### src/ofd_pkg.sv
// Package with the shared types and constants of the option fingerprint de-duplication block.
`timescale 1ns / 1ps

package ofd_pkg;

  // Fingerprint table geometry.
  localparam int unsigned TABLE_DEPTH = 256;
  localparam int unsigned IDX_W       = (TABLE_DEPTH > 1) ? $clog2(TABLE_DEPTH) : 1;
  localparam int unsigned CNT_W       = $clog2(TABLE_DEPTH + 1);

  // Lookup status codes.
  localparam logic [1:0] ST_NEW  = 2'd0;
  localparam logic [1:0] ST_SEEN = 2'd1;
  localparam logic [1:0] ST_FULL = 2'd2;

  // Configuration register indexes.
  localparam logic [7:0] CFG_SKIP_A = 8'd0;
  localparam logic [7:0] CFG_SKIP_B = 8'd1;
  localparam logic [7:0] CFG_SKIP_C = 8'd2;
  localparam logic [7:0] CFG_SKIP_D = 8'd3;

  // Reset values of the skip codes.
  localparam logic [7:0] SKIP_A_RST = 8'd2;
  localparam logic [7:0] SKIP_B_RST = 8'd51;
  localparam logic [7:0] SKIP_C_RST = 8'd58;
  localparam logic [7:0] SKIP_D_RST = 8'd59;

  // Input item.
  typedef struct packed {
    logic [7:0] opt_byte;
    logic       end_of_packet;
  } ofd_in_t;

  // Result item.
  typedef struct packed {
    logic [1:0]  lookup_status;
    logic [7:0]  entry_index;
    logic [31:0] fingerprint;
  } ofd_out_t;

  // Commands from the controller to the datapath.
  typedef struct packed {
    logic byte_en;
    logic fp_load;
    logic rd_en;
    logic idx_inc;
    logic load_seen;
    logic load_nf;
  } ofd_cmd_t;

  // Status from the datapath to the controller.
  typedef struct packed {
    logic cnt_zero;
    logic match;
    logic last;
  } ofd_sts_t;

endpackage

### src/ofd_ctrl.sv
// Controller: state machine that sequences byte intake, table search and result hand-off.
`timescale 1ns / 1ps

module ofd_ctrl (
  input  logic              clk_i,
  input  logic              rst_ni,
  input  logic              in_valid_i,
  input  logic              in_eop_i,
  output logic              in_ready_o,
  input  logic              out_ready_i,
  output logic              out_valid_o,
  input  ofd_pkg::ofd_sts_t sts_i,
  output ofd_pkg::ofd_cmd_t cmd_o
);
  import ofd_pkg::*;

  typedef enum logic [4:0] {
    S_IN  = 5'b00001,
    S_FP  = 5'b00010,
    S_RD  = 5'b00100,
    S_CMP = 5'b01000,
    S_INS = 5'b10000
  } state_e;

  state_e state_q, state_d;
  logic   out_valid_q, out_valid_d;
  logic   accept;

  // A final byte waits until the result register is free.
  assign in_ready_o = (state_q == S_IN) && !(out_valid_q && in_eop_i);
  assign accept     = in_valid_i && in_ready_o;

  // Next state and commands.
  always_comb begin
    state_d = state_q;
    cmd_o   = '0;
    case (state_q)
      S_IN: begin
        cmd_o.byte_en = accept;
        if (accept && in_eop_i) begin
          state_d = S_FP;
        end
      end
      S_FP: begin
        cmd_o.fp_load = 1'b1;
        state_d = sts_i.cnt_zero ? S_INS : S_RD;
      end
      S_RD: begin
        cmd_o.rd_en = 1'b1;
        state_d = S_CMP;
      end
      S_CMP: begin
        if (sts_i.match) begin
          cmd_o.load_seen = 1'b1;
          state_d = S_IN;
        end else if (sts_i.last) begin
          state_d = S_INS;
        end else begin
          cmd_o.idx_inc = 1'b1;
          state_d = S_RD;
        end
      end
      S_INS: begin
        cmd_o.load_nf = 1'b1;
        state_d = S_IN;
      end
      default: begin
        state_d = S_IN;
      end
    endcase
  end

  // Result valid flag.
  always_comb begin
    out_valid_d = out_valid_q;
    if (out_valid_q && out_ready_i) begin
      out_valid_d = 1'b0;
    end
    if (cmd_o.load_seen || cmd_o.load_nf) begin
      out_valid_d = 1'b1;
    end
  end

  always_ff @(posedge clk_i or negedge rst_ni) begin
    if (!rst_ni) begin
      state_q     <= S_IN;
      out_valid_q <= 1'b0;
    end else begin
      state_q     <= state_d;
      out_valid_q <= out_valid_d;
    end
  end

  assign out_valid_o = out_valid_q;

endmodule

### config.mk
export PLATFORM = sky130hd
export DESIGN_NAME = ofd_ctrl
export DESIGN_NICKNAME = d
export VERILOG_FILES = /design/src/ofd_pkg.sv /design/src/ofd_ctrl.sv
export SDC_FILE = /design/constraint.sdc
export NUM_CORES = 1
export LEC_CHECK = 0
export BUFFER_PORTS_ARGS = -buffer_cell sky130_fd_sc_hd__buf_2
export CAP_MARGIN = 20
export CORE_AREA = 2 2 39 41
export CTS_BUF_LIST = sky130_fd_sc_hd__clkbuf_4 sky130_fd_sc_hd__clkbuf_8 sky130_fd_sc_hd__clkbuf_16
export DETAILED_ROUTE_END_ITERATION = 8
export DIE_AREA = 0 0 41 43
export HOLD_SLACK_MARGIN = 0.03
export SLEW_MARGIN = 30
export SYNTH_ARGS = -nofsm -noshare
export SYNTH_HDL_FRONTEND = slang
export SYNTH_SLANG_ARGS = --single-unit
### constraint.sdc
create_clock -name clk_i -period 4.15 [get_ports clk_i]
set_clock_uncertainty 0.05 [all_clocks]
set_input_delay 0.2075 -clock clk_i [delete_from_list [all_inputs] [get_ports clk_i]]
set_output_delay 0.2075 -clock clk_i [all_outputs]
set_load 0.05 [all_outputs]
==> results.sh <==
export IMPL_wl_um=770
export IMPL_max_cap_violations=0
export IMPL_drtIter0Drc=4
export IMPL_ctsLongestPathBuffers=2
export IMPL_path_class="reg2out"
export IMPL_synth_edf_count=0
export IMPL_cts_tree="yes"
export IMPL_slowest_stage="or4b_4"
export IMPL_p_seq_share_pct=30.9
export IMPL_grtUsageMet2_pct=11.9
export IMPL_numPortBuffers=15
export IMPL_tightest_slew_ns=0.277
export IMPL_p_int_uw=150
export IMPL_pin_count=16
export IMPL_drive_gt1_share_pct=36.2
export IMPL_antenna_cells=0
export IMPL_yosys_cell_types_count=25
export IMPL_leakage_uw=0.000240
export IMPL_clockRootBuffer="clkbuf_4"
export IMPL_pwr_share_comb_pct=43.7
export IMPL_antenna_found_initial=0
export IMPL_grt_pass1_wl_um=1300
export IMPL_crit_arrival_ns=1.85
export IMPL_grt_pass1_vias=314
export IMPL_yosys_top_cells_area="dfrtp_1, dfstp_2, nor2b_1, nor4b_1, o2bb2ai_1"
export IMPL_r2r_slack_ns=2.62
export IMPL_postLayoutCellArea_um2=490
export IMPL_viasPerCell=4.64
export IMPL_pwr_density_cell_nw_per_um2=532
export IMPL_drv_slew=0
export IMPL_htreeDepth=1
export IMPL_rsz0062_at_grt="no"
export IMPL_yosysSeqAreaShare_pct=40.9
export IMPL_startpoint_type="flip-flop"
export IMPL_final_util_pct=35.4
export IMPL_vias=343
export IMPL_core_um2=1380
export IMPL_cts_sinks=6
export IMPL_area_growth_pct=32.4
export IMPL_fmax_mhz=475
export IMPL_clock_power_share_pct=25.4
export IMPL_dieArea_um2=1760
export IMPL_ant_nets=0
export IMPL_place_area_um2=450
export IMPL_path_max_fanout=8
export IMPL_async_flop_share_pct=100
export IMPL_fin_crit_sh_pct=50.8
export IMPL_num_rows=14
export IMPL_die_w_um=41
export IMPL_synthFlopType="dfrtp_1"
export IMPL_grt_usage_pct=11.4
export IMPL_fin_nets=67
export IMPL_use_met1_pct=17.4
export IMPL_syn_nets=48
export IMPL_setup_viol=0
export IMPL_die_h_um=43
export IMPL_synth_area_leader_cell="dfrtp_1"
export IMPL_syn_inst=40
export IMPL_cts_setup_buffers=0
export IMPL_period_minus_slack_ns=2.11
export IMPL_ir_drop_v=0.000184
export IMPL_max_slew_margin_pct=81.4
export IMPL_cts_made_buffers=3
export IMPL_ctsResizeCount=0
export IMPL_grt_ovfl_total=0
export IMPL_first_pass_iters=3
export IMPL_drc=0
export IMPL_cp_required_ns=3.89
export IMPL_power_switching_uw=110
export IMPL_wl_per_cell_um=10.4
export IMPL_ys_warn_count=0
export IMPL_tns_ns=0
export IMPL_min_path_type="in2reg"
export IMPL_swShare_pct=42.3
export IMPL_path_cells="or2_1 > or4b_4 > nor2_1 > buf_2"
export IMPL_gp_congestion=0.759
export IMPL_grt_max_degree=10
export IMPL_clk_pin_slew_ns=0.05
export IMPL_worst_path_largest_cell_delay_ns=0.53
export IMPL_outcome="completed"
export IMPL_grt_busiest_layer="met1"
export IMPL_final_hold_viol_count=0
export IMPL_initial_utilization_pct=26.8
export IMPL_met3_usage_pct=5.24
export IMPL_synth_top_area_share_pct=33.8
export IMPL_postCtsHoldBufs=1
export IMPL_endpoint_kind="primary output"
export IMPL_avgSynthCellArea_um2=9.26
export IMPL_ys_seq_elements=6
export IMPL_clock_latency_ns=0.25
export IMPL_synth_area_um2=370
==> state kept, by name (all words and copies together) (netlist names) <==
register,count
state_q,5
out_valid_o,1
==> synthesized netlist by cell type (2+ instances only) <==
library cell	count
dfrtp_1	5
inv_1	4
nor2b_1	3
a21oi_1	2
nand2_1	2
nor2_1	2
nor3_1	2
nor4b_1	2
o2bb2ai_1	2
==> metrics by stage <==
step | worst slack [ns] | instances | hold slack (ns) | total power [uW]
final | 2.04 | 74 | 0.0867 | 261
after global placement | 2.32 | 69 | -0.00874 | 195
after global routing | 1.94 | 74 | 0.110 | 278
after CTS | 2.04 | 74 | 0.0891 | 264
after floorplan | 1.55 | 40 | -0.138 | 180
after detailed placement | 2.31 | 69 | -0.00389 | 196
==> placed cells by master (no fill, tap or decap) <==
cell / count
nand3b_1: 1
o22ai_1: 1
nor3_1: 2
xnor2_1: 1
or2_1: 1
nor2b_1: 3
inv_1: 4
nor4b_1: 2
clkbuf_4: 4
buf_2: 15
a211oi_1: 1
and3b_1: 1
a31oi_1: 1
dfstp_2: 1
a21oi_1: 2
nand2_1: 2
nor3b_1: 1
or4b_4: 1
o32ai_1: 1
o2bb2ai_1: 2
dlygate4sd3_1: 1
o21ai_0: 1
nand2b_1: 1
o211ai_1: 1
dfrtp_1: 5
nor2_1: 2
==> power groups by stage <==
stage	clock, uW	combinational, uW	sequential [uW]
CTS	68.0	115	80.4
global route	69.5	125	83.5
floorplan	0	99.4	81.1
finish	66.2	114	80.5
global placement	0	114	80.8
detailed placement	0	115	81.6
==> routing by layer <==
metal  up-vias  part of all wire [%]
li1        181                     -
met1       147                    49
met2        11                    38
met3         4                   9.5
met4         0                   2.9
met5         -                     0
==> final timing paths <==
check	from	cells past startpoint	to
min reg2reg	state_q[4]	1	state_q[3]
max in group asynchronous	rst_ni	2	state_q[0]
min in group asynchronous	rst_ni	2	state_q[3]
max	state_q[1]	4	cmd_o[2]
min	out_ready_i	2	out_valid_o
max reg2reg	state_q[1]	3	state_q[2]
==> cell type report <==
class	count	area, um2
Tap cell	16	20.0
Multi-Input combinational cell	28	189
Clock buffer	4	30.0
Fill cell	160	893
Sequential cell	6	151
Timing Repair Buffer	16	85.1
Inverter	4	15.0
==> cells by family after synthesis <==
kind of cell	synth area share, %
xor+xnor	2.37
flops	40.9
simple gates	30.1
compound gates	18.6
buf+inv	8.11
==> critical path, delay by kind of cell, from the launching register on <==
family | cells | cell delay (ns)
buf+inv | 1 | 0.26
flops | 1 | 0.40
simple gates | 3 | 0.95
No activity file was read; power rests on OpenSTA's default activity.
